===== config.mk =====
export PLATFORM = sky130hd
export DESIGN_NAME = pixel_line_replication_scaler_unit
export DESIGN_NICKNAME = d
export VERILOG_FILES = /design/src/hw/rtl/plrs_pkg.sv /design/src/hw/rtl/plrs_div.sv /design/src/hw/rtl/plrs_cfg.sv /design/src/hw/rtl/plrs_axis.sv /design/src/hw/rtl/pixel_line_replication_scaler_unit.sv
export SDC_FILE = /design/constraint.sdc
export NUM_CORES = 1
export LEC_CHECK = 0
export ABC_AREA = 1
export ABC_CLOCK_PERIOD_IN_PS = 7100
export BUFFER_PORTS_ARGS = -buffer_cell sky130_fd_sc_hd__buf_2
export CORE_MARGIN = 2
export CORE_UTILIZATION = 30
export CTS_CLUSTER_DIAMETER = 120
export CTS_CLUSTER_SIZE = 14
export DETAILED_ROUTE_END_ITERATION = 7
export GPL_TIMING_DRIVEN = 1
export MAX_ROUTING_LAYER = met4
export SETUP_SLACK_MARGIN = 0.4
export SYNTH_ARGS = -nofsm -noshare
export SYNTH_HDL_FRONTEND = slang
export SYNTH_SLANG_ARGS = --single-unit
export TNS_END_PERCENT = 10

===== constraint.sdc =====
create_clock -name clk -period 7.1 [get_ports clk]
set_clock_uncertainty 0.15 [all_clocks]
set_input_delay 1.42 -clock clk [delete_from_list [all_inputs] [get_ports clk]]
set_output_delay 1.42 -clock clk [all_outputs]
set_load 0.02 [all_outputs]

===== src/hw/rtl/plrs_pkg.sv =====
// Shared types and constants for the pixel line replication scaler.
`default_nettype none
package plrs_pkg;

  localparam int DEF_MAX_SOURCE_SIZE = 4096;
  localparam int DEF_MAX_TARGET_SIZE = 65535;

  localparam int PIXEL_W     = 24;
  localparam int COUNT_OUT_W = 16;
  localparam int SRC_REG_W   = 13;
  localparam int DST_REG_W   = 16;
  localparam int CFG_INDEX_W = 3;
  localparam int CFG_DATA_W  = 16;

  typedef enum logic [CFG_INDEX_W-1:0] {
    REG_SOURCE_WIDTH  = 3'd0,
    REG_TARGET_WIDTH  = 3'd1,
    REG_SOURCE_HEIGHT = 3'd2,
    REG_TARGET_HEIGHT = 3'd3
  } cfg_reg_t;

  typedef enum logic [1:0] {
    MODE_EVEN   = 2'd0,
    MODE_ON_MUL = 2'd1,
    MODE_OFF_MUL = 2'd2
  } mode_t;

  typedef struct packed {
    logic restart;
    logic busy;
  } cfg_stat_t;

endpackage
`default_nettype wire


===== src/hw/rtl/plrs_div.sv =====
// Restoring divider, one quotient bit per cycle.
`default_nettype none
module plrs_div #(
  parameter int W = 16
) (
  input  wire logic         clk,
  input  wire logic         rst,
  input  wire logic         start,
  input  wire logic [W-1:0] dividend,
  input  wire logic [W-1:0] divisor,
  output logic              done,
  output logic [W-1:0]      quotient,
  output logic [W-1:0]      remainder
);
  localparam int CW = $clog2(W + 1);

  logic [W-1:0]  rem;
  logic [W-1:0]  quo;
  logic [W-1:0]  dsr;
  logic [CW-1:0] cnt;
  logic          busy;
  logic [W:0]    trial;
  logic [W:0]    diff;
  logic          ge;

  assign trial = {rem, quo[W-1]};
  assign diff  = trial - {1'b0, dsr};
  assign ge    = ~diff[W];

  always_ff @(posedge clk) begin
    if (rst) begin
      busy <= 1'b0;
      done <= 1'b0;
      cnt  <= '0;
    end else begin
      done <= 1'b0;
      if (start) begin
        busy <= 1'b1;
        cnt  <= CW'(W);
      end else if (busy) begin
        cnt <= cnt - 1'b1;
        if (cnt == CW'(1)) begin
          busy <= 1'b0;
          done <= 1'b1;
        end
      end
    end
  end

  always_ff @(posedge clk) begin
    if (start) begin
      rem <= '0;
      quo <= dividend;
      dsr <= divisor;
    end else if (busy) begin
      rem <= ge ? diff[W-1:0] : trial[W-1:0];
      quo <= {quo[W-2:0], ge};
    end
  end

  assign quotient  = quo;
  assign remainder = rem;

endmodule
`default_nettype wire


===== src/hw/rtl/plrs_cfg.sv =====
// Size registers and derivation of base counts, periods and modes per axis.
`default_nettype none
module plrs_cfg #(
  parameter int MAX_SOURCE_SIZE = plrs_pkg::DEF_MAX_SOURCE_SIZE,
  parameter int MAX_TARGET_SIZE = plrs_pkg::DEF_MAX_TARGET_SIZE,
  parameter int SW = $clog2(MAX_SOURCE_SIZE + 1),
  parameter int TW = $clog2(MAX_TARGET_SIZE + 1)
) (
  input  wire logic                              clk,
  input  wire logic                              rst,
  input  wire logic                              cfg_valid,
  output logic                                   cfg_ready,
  input  wire logic [plrs_pkg::CFG_INDEX_W-1:0]  cfg_index,
  input  wire logic [plrs_pkg::CFG_DATA_W-1:0]   cfg_data,
  output plrs_pkg::cfg_stat_t                    stat,
  output logic [SW-1:0]                          h_src,
  output logic [TW-1:0]                          h_dst,
  output logic [TW-1:0]                          h_base,
  output logic [SW-1:0]                          h_period,
  output plrs_pkg::mode_t                        h_mode,
  output logic [SW-1:0]                          v_src,
  output logic [TW-1:0]                          v_dst,
  output logic [TW-1:0]                          v_base,
  output logic [SW-1:0]                          v_period,
  output plrs_pkg::mode_t                        v_mode
);
  import plrs_pkg::*;

  localparam int DW = (TW > SW) ? TW : SW;

  typedef enum logic [4:0] {
    ST_IDLE  = 5'b00001,
    ST_HBASE = 5'b00010,
    ST_HPER  = 5'b00100,
    ST_VBASE = 5'b01000,
    ST_VPER  = 5'b10000
  } state_t;

  state_t              state;
  logic [SRC_REG_W-1:0] source_width;
  logic [DST_REG_W-1:0] target_width;
  logic [SRC_REG_W-1:0] source_height;
  logic [DST_REG_W-1:0] target_height;
  logic [SW-1:0]        rem_r;
  logic                 div_start;
  logic                 div_done;
  logic [DW-1:0]        dividend;
  logic [DW-1:0]        divisor;
  logic [DW-1:0]        div_q;
  logic [DW-1:0]        div_r;
  logic                 wr;
  logic                 wr_known;
  logic                 zero_rem;
  logic                 on_mul;
  logic [DW:0]          cur_src;

  function automatic logic [SW-1:0] eff_src(input logic [SRC_REG_W-1:0] v);
    logic [SW-1:0] r;
    if (v == '0) r = SW'(1);
    else if (32'(v) > 32'(MAX_SOURCE_SIZE)) r = SW'(MAX_SOURCE_SIZE);
    else r = SW'(v);
    return r;
  endfunction

  function automatic logic [TW-1:0] eff_dst(input logic [DST_REG_W-1:0] v);
    logic [TW-1:0] r;
    if (v == '0) r = TW'(1);
    else if (32'(v) > 32'(MAX_TARGET_SIZE)) r = TW'(MAX_TARGET_SIZE);
    else r = TW'(v);
    return r;
  endfunction

  assign h_src = eff_src(source_width);
  assign h_dst = eff_dst(target_width);
  assign v_src = eff_src(source_height);
  assign v_dst = eff_dst(target_height);

  assign cfg_ready = (state == ST_IDLE);
  assign wr        = cfg_valid & cfg_ready;

  always_comb begin
    case (cfg_index)
      REG_SOURCE_WIDTH, REG_TARGET_WIDTH,
      REG_SOURCE_HEIGHT, REG_TARGET_HEIGHT: wr_known = 1'b1;
      default: wr_known = 1'b0;
    endcase
  end

  assign stat = '{restart: wr & wr_known, busy: (state != ST_IDLE)};

  always_comb begin
    case (state)
      ST_HBASE: begin
        dividend = DW'(h_dst);
        divisor  = DW'(h_src);
      end
      ST_HPER: begin
        dividend = DW'(h_src);
        divisor  = (h_mode == MODE_ON_MUL) ? DW'(rem_r) : DW'(h_src - rem_r);
      end
      ST_VBASE: begin
        dividend = DW'(v_dst);
        divisor  = DW'(v_src);
      end
      ST_VPER: begin
        dividend = DW'(v_src);
        divisor  = (v_mode == MODE_ON_MUL) ? DW'(rem_r) : DW'(v_src - rem_r);
      end
      default: begin
        dividend = '0;
        divisor  = DW'(1);
      end
    endcase
  end

  plrs_div #(.W(DW)) u_div (
    .clk       (clk),
    .rst       (rst),
    .start     (div_start),
    .dividend  (dividend),
    .divisor   (divisor),
    .done      (div_done),
    .quotient  (div_q),
    .remainder (div_r)
  );

  assign zero_rem = (div_r == '0);
  assign cur_src  = (state == ST_HBASE) ? (DW+1)'(h_src) : (DW+1)'(v_src);
  assign on_mul   = ({1'b0, div_r} << 1) <= cur_src;

  always_ff @(posedge clk) begin
    if (rst) begin
      state         <= ST_IDLE;
      div_start     <= 1'b0;
      source_width  <= SRC_REG_W'(1);
      target_width  <= DST_REG_W'(1);
      source_height <= SRC_REG_W'(1);
      target_height <= DST_REG_W'(1);
      h_base        <= TW'(1);
      h_period      <= SW'(1);
      h_mode        <= MODE_EVEN;
      v_base        <= TW'(1);
      v_period      <= SW'(1);
      v_mode        <= MODE_EVEN;
    end else begin
      div_start <= 1'b0;
      case (state)
        ST_IDLE: begin
          if (wr) begin
            case (cfg_index)
              REG_SOURCE_WIDTH:  source_width  <= cfg_data[SRC_REG_W-1:0];
              REG_TARGET_WIDTH:  target_width  <= cfg_data[DST_REG_W-1:0];
              REG_SOURCE_HEIGHT: source_height <= cfg_data[SRC_REG_W-1:0];
              REG_TARGET_HEIGHT: target_height <= cfg_data[DST_REG_W-1:0];
              default: ;
            endcase
            if (wr_known) begin
              state     <= ST_HBASE;
              div_start <= 1'b1;
            end
          end
        end
        ST_HBASE: begin
          if (div_done) begin
            h_base    <= TW'(div_q);
            rem_r     <= SW'(div_r);
            div_start <= 1'b1;
            if (zero_rem) begin
              h_mode   <= MODE_EVEN;
              h_period <= SW'(1);
              state    <= ST_VBASE;
            end else begin
              h_mode <= on_mul ? MODE_ON_MUL : MODE_OFF_MUL;
              state  <= ST_HPER;
            end
          end
        end
        ST_HPER: begin
          if (div_done) begin
            h_period  <= SW'(div_q);
            state     <= ST_VBASE;
            div_start <= 1'b1;
          end
        end
        ST_VBASE: begin
          if (div_done) begin
            v_base <= TW'(div_q);
            rem_r  <= SW'(div_r);
            if (zero_rem) begin
              v_mode   <= MODE_EVEN;
              v_period <= SW'(1);
              state    <= ST_IDLE;
            end else begin
              v_mode    <= on_mul ? MODE_ON_MUL : MODE_OFF_MUL;
              state     <= ST_VPER;
              div_start <= 1'b1;
            end
          end
        end
        ST_VPER: begin
          if (div_done) begin
            v_period <= SW'(div_q);
            state    <= ST_IDLE;
          end
        end
        default: state <= ST_IDLE;
      endcase
    end
  end

endmodule
`default_nettype wire


===== src/hw/rtl/plrs_axis.sv =====
// Position, phase and emitted counters of one axis with its copy count.
`default_nettype none
module plrs_axis #(
  parameter int SW = 13,
  parameter int TW = 16
) (
  input  wire logic            clk,
  input  wire logic            rst,
  input  wire logic            clear,
  input  wire logic            step,
  input  wire logic [SW-1:0]   src,
  input  wire logic [TW-1:0]   dst,
  input  wire logic [TW-1:0]   base,
  input  wire logic [SW-1:0]   period,
  input  wire plrs_pkg::mode_t mode,
  output logic                 last,
  output logic [TW-1:0]        copies
);
  import plrs_pkg::*;

  logic [SW-1:0] idx;
  logic [SW-1:0] phase;
  logic [TW-1:0] emitted;
  logic          hit;
  logic          extra;
  logic [TW-1:0] room;
  logic [TW:0]   n;

  assign last  = ((SW+1)'(idx) + (SW+1)'(1)) >= (SW+1)'(src);
  assign hit   = ((SW+1)'(phase) + (SW+1)'(1)) == (SW+1)'(period);
  assign extra = ((mode == MODE_ON_MUL) && hit) || ((mode == MODE_OFF_MUL) && !hit);
  assign room  = dst - emitted;
  assign n     = (TW+1)'(base) + (TW+1)'(extra);

  always_comb begin
    if (emitted >= dst) copies = '0;
    else if (last) copies = room;
    else if (n < (TW+1)'(room)) copies = TW'(n);
    else copies = room;
  end

  always_ff @(posedge clk) begin
    if (rst || clear) begin
      idx     <= '0;
      phase   <= '0;
      emitted <= '0;
    end else if (step) begin
      if (last) begin
        idx     <= '0;
        phase   <= '0;
        emitted <= '0;
      end else begin
        idx     <= idx + 1'b1;
        phase   <= hit ? '0 : phase + 1'b1;
        emitted <= emitted + copies;
      end
    end
  end

endmodule
`default_nettype wire


===== src/hw/rtl/pixel_line_replication_scaler_unit.sv =====
// Top level of the pixel line replication scaler.
//
//  channel | handshake             | words
//  --------+-----------------------+------------------------------------------
//  cfg     | cfg_valid / cfg_ready | cfg_index, cfg_data
//  in      | in_valid / in_ready   | pixel
//  out     | out_valid / out_ready | pixel_out, pixel_copies, row_copies,
//          |                       | end_of_row, end_of_frame
//
// One pixel per cycle unless out stalls or a derivation runs; a word passes
// the input and then the output register. A size write starts up to four
// serial max(TW,SW)-bit divisions; in and cfg stay not ready until they finish.
// Reset leaves all sizes at 1 and needs no derivation pass.
// A stalled out word holds; one more pixel is taken into the input register.
`default_nettype none
module pixel_line_replication_scaler_unit #(
  parameter int MAX_SOURCE_SIZE = plrs_pkg::DEF_MAX_SOURCE_SIZE,
  parameter int MAX_TARGET_SIZE = plrs_pkg::DEF_MAX_TARGET_SIZE
) (
  input  wire logic                              clk,
  input  wire logic                              rst,
  input  wire logic                              cfg_valid,
  output logic                                   cfg_ready,
  input  wire logic [plrs_pkg::CFG_INDEX_W-1:0]  cfg_index,
  input  wire logic [plrs_pkg::CFG_DATA_W-1:0]   cfg_data,
  input  wire logic                              in_valid,
  output logic                                   in_ready,
  input  wire logic [plrs_pkg::PIXEL_W-1:0]      pixel,
  output logic                                   out_valid,
  input  wire logic                              out_ready,
  output logic [plrs_pkg::PIXEL_W-1:0]           pixel_out,
  output logic [plrs_pkg::COUNT_OUT_W-1:0]       pixel_copies,
  output logic [plrs_pkg::COUNT_OUT_W-1:0]       row_copies,
  output logic                                   end_of_row,
  output logic                                   end_of_frame
);
  import plrs_pkg::*;

  localparam int SW = $clog2(MAX_SOURCE_SIZE + 1);
  localparam int TW = $clog2(MAX_TARGET_SIZE + 1);

  cfg_stat_t     stat;
  logic [SW-1:0] h_src;
  logic [TW-1:0] h_dst;
  logic [TW-1:0] h_base;
  logic [SW-1:0] h_period;
  mode_t         h_mode;
  logic [SW-1:0] v_src;
  logic [TW-1:0] v_dst;
  logic [TW-1:0] v_base;
  logic [SW-1:0] v_period;
  mode_t         v_mode;
  logic          h_last;
  logic          v_last;
  logic [TW-1:0] h_copies;
  logic [TW-1:0] v_copies;

  logic               s1_valid;
  logic [PIXEL_W-1:0] s1_pixel;
  logic               adv;

  plrs_cfg #(
    .MAX_SOURCE_SIZE (MAX_SOURCE_SIZE),
    .MAX_TARGET_SIZE (MAX_TARGET_SIZE),
    .SW              (SW),
    .TW              (TW)
  ) u_cfg (
    .clk       (clk),
    .rst       (rst),
    .cfg_valid (cfg_valid),
    .cfg_ready (cfg_ready),
    .cfg_index (cfg_index),
    .cfg_data  (cfg_data),
    .stat      (stat),
    .h_src     (h_src),
    .h_dst     (h_dst),
    .h_base    (h_base),
    .h_period  (h_period),
    .h_mode    (h_mode),
    .v_src     (v_src),
    .v_dst     (v_dst),
    .v_base    (v_base),
    .v_period  (v_period),
    .v_mode    (v_mode)
  );

  assign adv      = s1_valid && (!out_valid || out_ready);
  assign in_ready = !stat.busy && (!s1_valid || adv);

  plrs_axis #(.SW(SW), .TW(TW)) u_horz (
    .clk    (clk),
    .rst    (rst),
    .clear  (stat.restart),
    .step   (adv),
    .src    (h_src),
    .dst    (h_dst),
    .base   (h_base),
    .period (h_period),
    .mode   (h_mode),
    .last   (h_last),
    .copies (h_copies)
  );

  plrs_axis #(.SW(SW), .TW(TW)) u_vert (
    .clk    (clk),
    .rst    (rst),
    .clear  (stat.restart),
    .step   (adv && h_last),
    .src    (v_src),
    .dst    (v_dst),
    .base   (v_base),
    .period (v_period),
    .mode   (v_mode),
    .last   (v_last),
    .copies (v_copies)
  );

  always_ff @(posedge clk) begin
    if (rst) begin
      s1_valid  <= 1'b0;
      out_valid <= 1'b0;
    end else begin
      if (in_valid && in_ready) s1_valid <= 1'b1;
      else if (adv) s1_valid <= 1'b0;
      if (adv) out_valid <= 1'b1;
      else if (out_ready) out_valid <= 1'b0;
    end
  end

  always_ff @(posedge clk) begin
    if (in_valid && in_ready) s1_pixel <= pixel;
    if (adv) begin
      pixel_out    <= s1_pixel;
      pixel_copies <= COUNT_OUT_W'(h_copies);
      row_copies   <= COUNT_OUT_W'(v_copies);
      end_of_row   <= h_last;
      end_of_frame <= h_last && v_last;
    end
  end

`ifndef SYNTHESIS
  a_frame_ends_row: assert property (@(posedge clk) disable iff (rst)
    out_valid |-> (!end_of_frame || end_of_row))
    else $error("end of frame without end of row");

  a_write_blocks_input: assert property (@(posedge clk) disable iff (rst)
    stat.restart |=> !in_ready && !cfg_ready)
    else $error("input open during derivation");

  a_busy_from_write: assert property (@(posedge clk) disable iff (rst)
    $rose(stat.busy) |-> $past(stat.restart))
    else $error("derivation started without a write");

  a_s1_holds: assert property (@(posedge clk) disable iff (rst)
    s1_valid && !adv |=> s1_valid && $stable(s1_pixel))
    else $error("held pixel lost");
`endif

endmodule
`default_nettype wire

==> results of run 1 <==
## worst register-to-register path, delay by kind of cell (launching register included)
family | cells | cell delay, ps
buffers and inverters | 4 | 450
AO/OA/AOI/OAI | 13 | 1900
flip-flops | 1 | 370
adder cells (fa/ha/maj) | 4 | 960
AND/OR/NAND/NOR | 16 | 1950
XOR/XNOR | 2 | 420
## per-stage QoR
step | hold WS, ps | total power, W | setup slack [ps]
5_1_grt | 275 | 0.00727 | 228
3_5_place_dp | 255 | 0.00502 | -95.2
2_1_floorplan | 250 | 0.00429 | 865
6_report | 268 | 0.00683 | 751
3_3_place_gp | 250 | 0.00501 | -41.5
4_1_cts | 263 | 0.00668 | 288
## how the worst min path moves through the flow
stage               depth (start not counted)         start  slack [ps]            end
global route                                0  s1_pixel[15]         270  pixel_out[15]
finish                                      0  s1_pixel[17]         270  pixel_out[17]
CTS                                         0  s1_pixel[17]         260  pixel_out[17]
detailed placement                          0  s1_pixel[15]         250  pixel_out[15]
global placement                            0  s1_pixel[21]         250  pixel_out[21]
floorplan                                   0   s1_pixel[0]         250   pixel_out[0]
## placed cells by master (no fill, tap or decap), types with 6 or more instances in the layout
cell type / count
a211oi_1: 25
a21o_1: 18
a21oi_1: 327
a21oi_2: 26
a31oi_1: 11
buf_2: 108
buf_4: 50
clkbuf_1: 20
clkbuf_16: 31
dfxtp_1: 223
dfxtp_2: 9
edfxtp_1: 125
ha_1: 177
inv_1: 426
inv_2: 9
nand2_1: 559
nand2_2: 14
nand3_1: 105
nand3_2: 10
nand3b_1: 6
nand4_1: 45
nor2_1: 221
nor2_2: 16
nor2_4: 7
nor3_1: 30
nor4_1: 13
o2111ai_1: 8
o211ai_1: 34
o21ai_0: 188
o21ai_1: 21
o21bai_1: 13
o22ai_1: 38
or2_2: 8
xnor2_1: 36
xor2_1: 85
## synth_stat cells (all sizes together) (12+ instances only)
cell type / number
nand3: 115
a21o: 18
xor2: 90
o21bai: 14
a21oi: 355
nor4: 14
nor3: 37
buf: 26
nand4: 46
o211ai: 34
xnor2: 36
ha: 183
nor2: 244
o22ai: 38
dfxtp: 235
a211oi: 27
nand2: 575
clkbuf: 96
inv: 435
a31oi: 12
edfxtp: 125
o21ai: 214
## cell families (layout without fill, tap and decap cells)
family	after synthesis	in the layout	share of synthesized area [%]
AO/OA/AOI/OAI	747	747	18.4
XOR/XNOR	126	126	4.82
adder cells (fa/ha/maj)	190	190	10.6
buffers and inverters	561	655	9.39
flip-flops	360	360	37.0
other	0	2	0
AND/OR/NAND/NOR	1061	1062	19.8
## state kept, by name (all words and copies together), names as in the netlist, 14 cells and up
name,cells
u_cfg.h_base,16
pixel_out,24
u_vert.emitted,16
u_cfg.target_height,16
pixel_copies,16
u_cfg.target_width,16
u_horz.emitted,16
u_cfg.u_div.quotient,16
u_cfg.u_div.dsr,14
u_cfg.u_div.remainder,16
u_cfg.v_base,16
s1_pixel,24
row_copies,16
## power breakdown
| part | internal (W) | switching (W) | leakage, nW |
|---|---|---|---|
| registers | 0.00240 | 0.000132 | 3.07 |
| clock network | 0.000813 | 0.000817 | 0.417 |
| logic | 0.000913 | 0.00176 | 7.35 |
## routing by layer
metal,global-route usage [%],up-vias,part of all wire (%),wire (um)
met1,22.6,9529,45,31000
met3,2.05,103,4.9,3390
li1,-,10400,-,-
met4,5.29,0,3.0,2080
met5,-,-,0,0
met2,28.8,443,47,32500
## timing repair
action | CTS | global route
gates resized for setup | 8 | 123
endpoints found under the setup margin | 14 | 26
gates cloned | 0 | 1
pin swaps | 1 | 29
buffers inserted | 0 | 21
## layout make-up
| type | count | area share, % |
|---|---|---|
| timing repair buffer | 163 | 3.75 |
| tap | 978 | 4.72 |
| clock inverter | 2 | 0.0966 |
| antenna | 2 | 0.0193 |
| sequential | 360 | 32.7 |
| multi-input combinational | 2125 | 49.0 |
| clock buffer | 51 | 3.28 |
| inverter | 439 | 6.36 |
==> flow_summary_export.csv, run 1 <==
group,metric,value,unit
die,core,75700,um^2
synth,ys_seq_area_share,37.0,%
grt,grtUsageTotal,17.5,%
grt,grt_max_degree,69,
detailed_routing,route.detailed.drc,0,
synth,synth.area.top_cells,"dfxtp_1, edfxtp_1, ha_1, nand2_1, a21oi_1",
synth,synth_area_per_cell,7.52,um^2
synth,syn_area,22900,um^2
critical_path,r2r_cells,39,
flow_run,drv_cap,0,
cts,cts_buffer_depth,3,
synth,syn_nets,3283,
detailed_routing,wirelength,69000,um
cts,h-tree-depth,1,
synth,yosys_register_bits,360,
cts,numCtsBuffers,30,
timing,fin_crit,6350,ps
die,rows,101,
timing,hold_violations,0,
placed_design,hpwl,51800,um
final_layout,multi_input_area,12700,um^2
grt,grt_pass1_wl,106000,um
final_layout,layout-drive-gt1-share,11.0,%
die,dieArea,78500,um^2
timing,slew_violations,0,
timing,tns,0,ps
cts,cts_tree,"built",
final_layout,nFillCells,7965,
pwr,powerDensity,264,nW/um^2
critical_path,reg2reg_slack,750,ps
placed_design,place_congestion,0.924,
detailed_routing,drtIter0Drc,1603,
cts,root_buffer,"clkbuf_16",
final_layout,layout-area-overhead-vs-synth,13.2,%
synth,synthFlopType,"dfxtp_1",
die,ios,109,
critical_path,reg2reg_from,"u_vert.phase[0]",
detailed_routing,num_vias,20400,
final_layout,final_util,34.2,%
placed_design,io_buffers,108,
die,die_w,280,um
synth,async_flop_share,0,%
critical_path,worst-path-buf-inv,4,
synth,yosys_warnings,0,
final_layout,regArea,8480,um^2
detailed_routing,firstDrtPassIters,5,
placed_design,placed_cells,4043,
detailed_routing,drt-wirelength-per-cell,16.7,um
timing,worst_pin_slew,1110,ps
critical_path,cp.required,7410,ps
critical_path,arrival,6650,ps
final_layout,final_area,25900,um^2
cts,clk_latency,610,ps
timing,post-route-period-util,89.4,%
cts,cts.sinks,360,
cts,hold_buffers,0,
pwr,cellLeakagePower,10.8,nW
detailed_routing,detail-route-antenna-nets,0,
critical_path,critPathMostFrequentCell,"nand2_1",
detailed_routing,viasPerCell,4.96,
die,chipHeight,280,um
critical_path,cp_num_cells,39,
grt,antenna_found_initial,2,
placed_design,post_dp_cell_area,24400,um^2
outcome,outcome,"finished, final reports clean",
critical_path,setup.worst_path.start_class,"flip-flop",
cts,path_clk_slew,70,ps
final_layout,nets,3357,
hold_path,hold_path_class,"flip-flop to flip-flop",
synth,synth_top_cell_by_area,"dfxtp_1",
critical_path,max_stage_delay,370,ps
synth,synth_edf_count,125,
critical_path,timing.rr.end,"u_vert.emitted[13]",
pwr,ir_drop,0.000208,V
timing,setup_viol,0,
timing,rsz0062_at_grt,"true",
critical_path,cp-endpoint,"u_vert.emitted[13]",
synth,yosysUniqueCellTypes,60,
grt,grt_pass1_vias,19200,
synth,yosys.area.top_type_share,20.6,%
final_layout,stdcell_count,4120,
grt,grt_overflow,0,
critical_path,critical_path_class,"flip-flop to flip-flop",
critical_path,worstSetupEndpointType,"flip-flop",
critical_path,crit_path_max_fanout,7,
timing,max_clock_freq,158,MHz
timing,max-slew-margin-rel,26.1,%
synth,synthCells,3045,
critical_path,path_delay_family,"simple AND/OR/NAND/NOR gates",
die,initial_core_util,30.2,%
critical_path,cp_slowest_cell,"dfxtp_4",
critical_path,crit_path_start,"u_vert.phase[0]",
(Power assumes the default switching activity.)
==> inputs of run 2 (changes only) <==
--- a/config.mk
+++ b/config.mk
@@ -5,7 +5,6 @@
 export SDC_FILE = /design/constraint.sdc
 export NUM_CORES = 1
 export LEC_CHECK = 0
-export ABC_AREA = 1
 export ABC_CLOCK_PERIOD_IN_PS = 7100
 export BUFFER_PORTS_ARGS = -buffer_cell sky130_fd_sc_hd__buf_2
 export CORE_MARGIN = 2
==> run 2 against run 1 <==
Maximum frequency down 6.2%. Sequential power shrank 6%. Power shrank 22%. Cell area up 0.86%. Wire length grew 0.91%. Critical path depth down 5. Clock power is 4% lower. Via count fell by 2.1%.
==> flow_summary_export.csv, run 2 <==
group,metric,value,unit
timing,hold_violations,0,
cts,root_buffer,"clkbuf_16",
die,ios,109,
timing,max_clock_freq,148,MHz
synth,synth-simple-area-share,20.5,%
synth,yosysUniqueCellTypes,80,
grt,antenna_found_initial,0,
cts,hold_buffers,0,
detailed_routing,firstDrtPassIters,7,
grt,grt_pass1_vias,18800,
placed_design,hpwl,51100,um
detailed_routing,detail-route-antenna-nets,0,
cts,numCtsBuffers,29,
critical_path,arrival,7100,ps
pwr,swShare,32.6,%
outcome,outcome,"finished, final reports clean",
synth,synth_area_per_cell,8.35,um^2
synth,syn_area,22300,um^2
detailed_routing,drt-wirelength-per-cell,18.3,um
placed_design,post_dp_cell_area,24400,um^2
placed_design,placed_cells,3710,
synth,yosys_register_bits,360,
pwr,p_int,0.00361,W
synth,synth.most_common_cell,"nand2_1",
critical_path,r2r_cells,34,
pwr,switchingPower,0.00175,W
synth,async_flop_share,0,%
cts,cts_tree,"built",
pwr,cellLeakagePower,10.4,nW
critical_path,critical_path_class,"flip-flop to flip-flop",
synth,synth_top_family_by_area,"simple AND/OR/NAND/NOR gates",
pwr,powerDensity,205,nW/um^2
final_layout,stdcell_count,3802,
final_layout,layout-area-overhead-vs-synth,16.9,%
detailed_routing,num_vias,20000,
synth,synth_edf_count,125,
synth,synth_mux_area_share,0.493,%
grt,grt_max_degree,78,
pwr,pwr-share-comb,26.2,%
detailed_routing,wirelength,69600,um
timing,slew_violations,0,
synth,synth.area.top_cells,"dfxtp_1, edfxtp_1, ha_1, a21oi_1, nand2_1",
timing,post-route-period-util,95.3,%
critical_path,crit_path_max_fanout,5,
placed_design,io_buffers,108,
synth,synth-compound-area-share,18.8,%
detailed_routing,viasPerCell,5.26,
final_layout,layout-drive-gt1-share,15.1,%
timing,timing.final.ws_setup,335,ps
final_layout,final_common_cell,"nand2_1",
cts,path_clk_slew,70,ps
grt,grtUsageTotal,17.9,%
die,core,74100,um^2
critical_path,cp_slowest_cell,"fa_1",
cts,clk_latency,600,ps
critical_path,max_stage_delay,390,ps
timing,whs,264,ps
timing,rsz0062_at_grt,"true",
hold_path,min_path_cells,0,
critical_path,setup.worst_path.start_class,"flip-flop",
placed_design,place_congestion,0.943,
critical_path,worstSetupEndpointType,"flip-flop",
final_layout,antenna_cells,0,
synth,syn_nets,2915,
synth,synth_top_cell_by_area,"dfxtp_1",
detailed_routing,drtIter0Drc,1895,
final_layout,layout_common_cells,"nand2_1, a21oi_1, nor2_1",
critical_path,critPathMostFrequentCell,"a21oi_1",
synth,yosys-top-cells-count,"nand2_1, a21oi_1, nor2_1, dfxtp_1, ha_1",
final_layout,final_area,26100,um^2
detailed_routing,route.detailed.drc,0,
pwr,power.total,0.00536,W
critical_path,cp.required,7430,ps
grt,grt_overflow,0,
synth,synth-xor-area-share,6.89,%
placed_design,pre_cts_ws,-30.8,ps
cts,h-tree-depth,1,
critical_path,worst-path-buf-inv,1,
critical_path,cp_num_cells,34,
hold_path,hold_path_class,"flip-flop to flip-flop",
timing,fin_crit,6770,ps
grt,grt_pass1_wl,107000,um
timing,max-slew-margin-rel,24.3,%
final_layout,nets,3052,
cts,cts_buffer_depth,3,
pwr,ir_drop,0.000183,V
die,chipHeight,277,um
pwr,p_seq_share,44.4,%
final_layout,biggestRegsByFlops,"pixel_out (24), s1_pixel (24)",
die,dieArea,76700,um^2
synth,ys_seq_area_share,37.8,%
timing,setup_viol,0,
die,die_w,277,um
critical_path,path_delay_family,"compound AO/OA/AOI/OAI gates",
synth,yosys.area.top_type_share,21.1,%
synth,synthAdderAreaFrac,10.9,%
synth,yosys_warnings,0,
pwr,p_clk_share,29.4,%
synth,synthFlopType,"dfxtp_1",
die,rows,100,
flow_run,drv_cap,0,
timing,worst_pin_slew,1130,ps
synth,synthCells,2677,
cts,cts.sinks,360,
die,initial_core_util,30.2,%
## run 2: cell types whose count changed in the layout (fill, tap and decap cells not counted), moves of 55 or more
| cell | delta |
|---|---|
| inv_1 | -300 |
| a21oi_1 | -55 |
| xnor2_1 | +57 |
| o21ai_0 | -94 |
| buf_4 | +85 |
| nand2_1 | -188 |
## run 2: cell families (layout without fill, tap and decap cells)
group	count (synthesis)	count (layout)
adders and majority gates	190	190
DFF	360	360
xor gates and xnor gates	174	174
AOI/OAI and AO/OA	674	674
muxes	11	11
buffers and inverters	270	426
and+or+nand+nor	998	998
## run 2: final cells by class
type / instances / area, um^2
fillers: 7685 / 47900
multi-input cells: 2047 / 13500
flip-flops and latches: 360 / 8500
repair buffers: 248 / 1620
well taps: 969 / 1210
clock buffers: 49 / 801
inverters: 128 / 482
clock inverters: 1 / 30.0
## run 2: metrics by stage
step / utilization (%) / TNS [ps]
final: 35.3 / 0
after detailed placement: 32.9 / -43.5
after global placement: 32.9 / -41.0
after global routing: 35.3 / -116
after floorplan: - / 0
after CTS: 34.4 / 0
## run 2: metal layers
metal	wire [um]	part of all wire (%)	GRT usage [%]
met1	32400	47	24.7
met2	31900	46	28.3
met3	3950	5.7	2.12
met4	1270	1.8	3.79
met5	0	0	-
## run 2: repair_timing
| item | CTS | global route |
|---|---|---|
| gates resized for setup | 57 | 100 |
| buffers inserted | 12 | 30 |
| pin swaps | 32 | 65 |
| setup endpoints to repair | 12 | 21 |
## run 2: path summary, 6_finish.rpt
| path | from | endpoint | slack [ps] |
|---|---|---|---|
| setup / recovery | u_cfg.target_width[7] | u_horz.emitted[14] | 330 |
| hold / removal | s1_pixel[4] | pixel_out[4] | 260 |
| setup reg to reg | u_cfg.target_width[7] | u_horz.emitted[14] | 330 |
| hold reg to reg | s1_pixel[4] | pixel_out[4] | 260 |
## run 2: power groups by stage
stage | Sequential [W] | Clock, W | Combinational [W]
final | 0.00238 | 0.00157 | 0.00141
after global routing | 0.00239 | 0.00169 | 0.00156
after CTS | 0.00238 | 0.00162 | 0.00137
after detailed placement | 0.00243 | 0 | 0.00133
after global placement | 0.00243 | 0 | 0.00132
after floorplan | 0.00241 | 0 | 0.000927
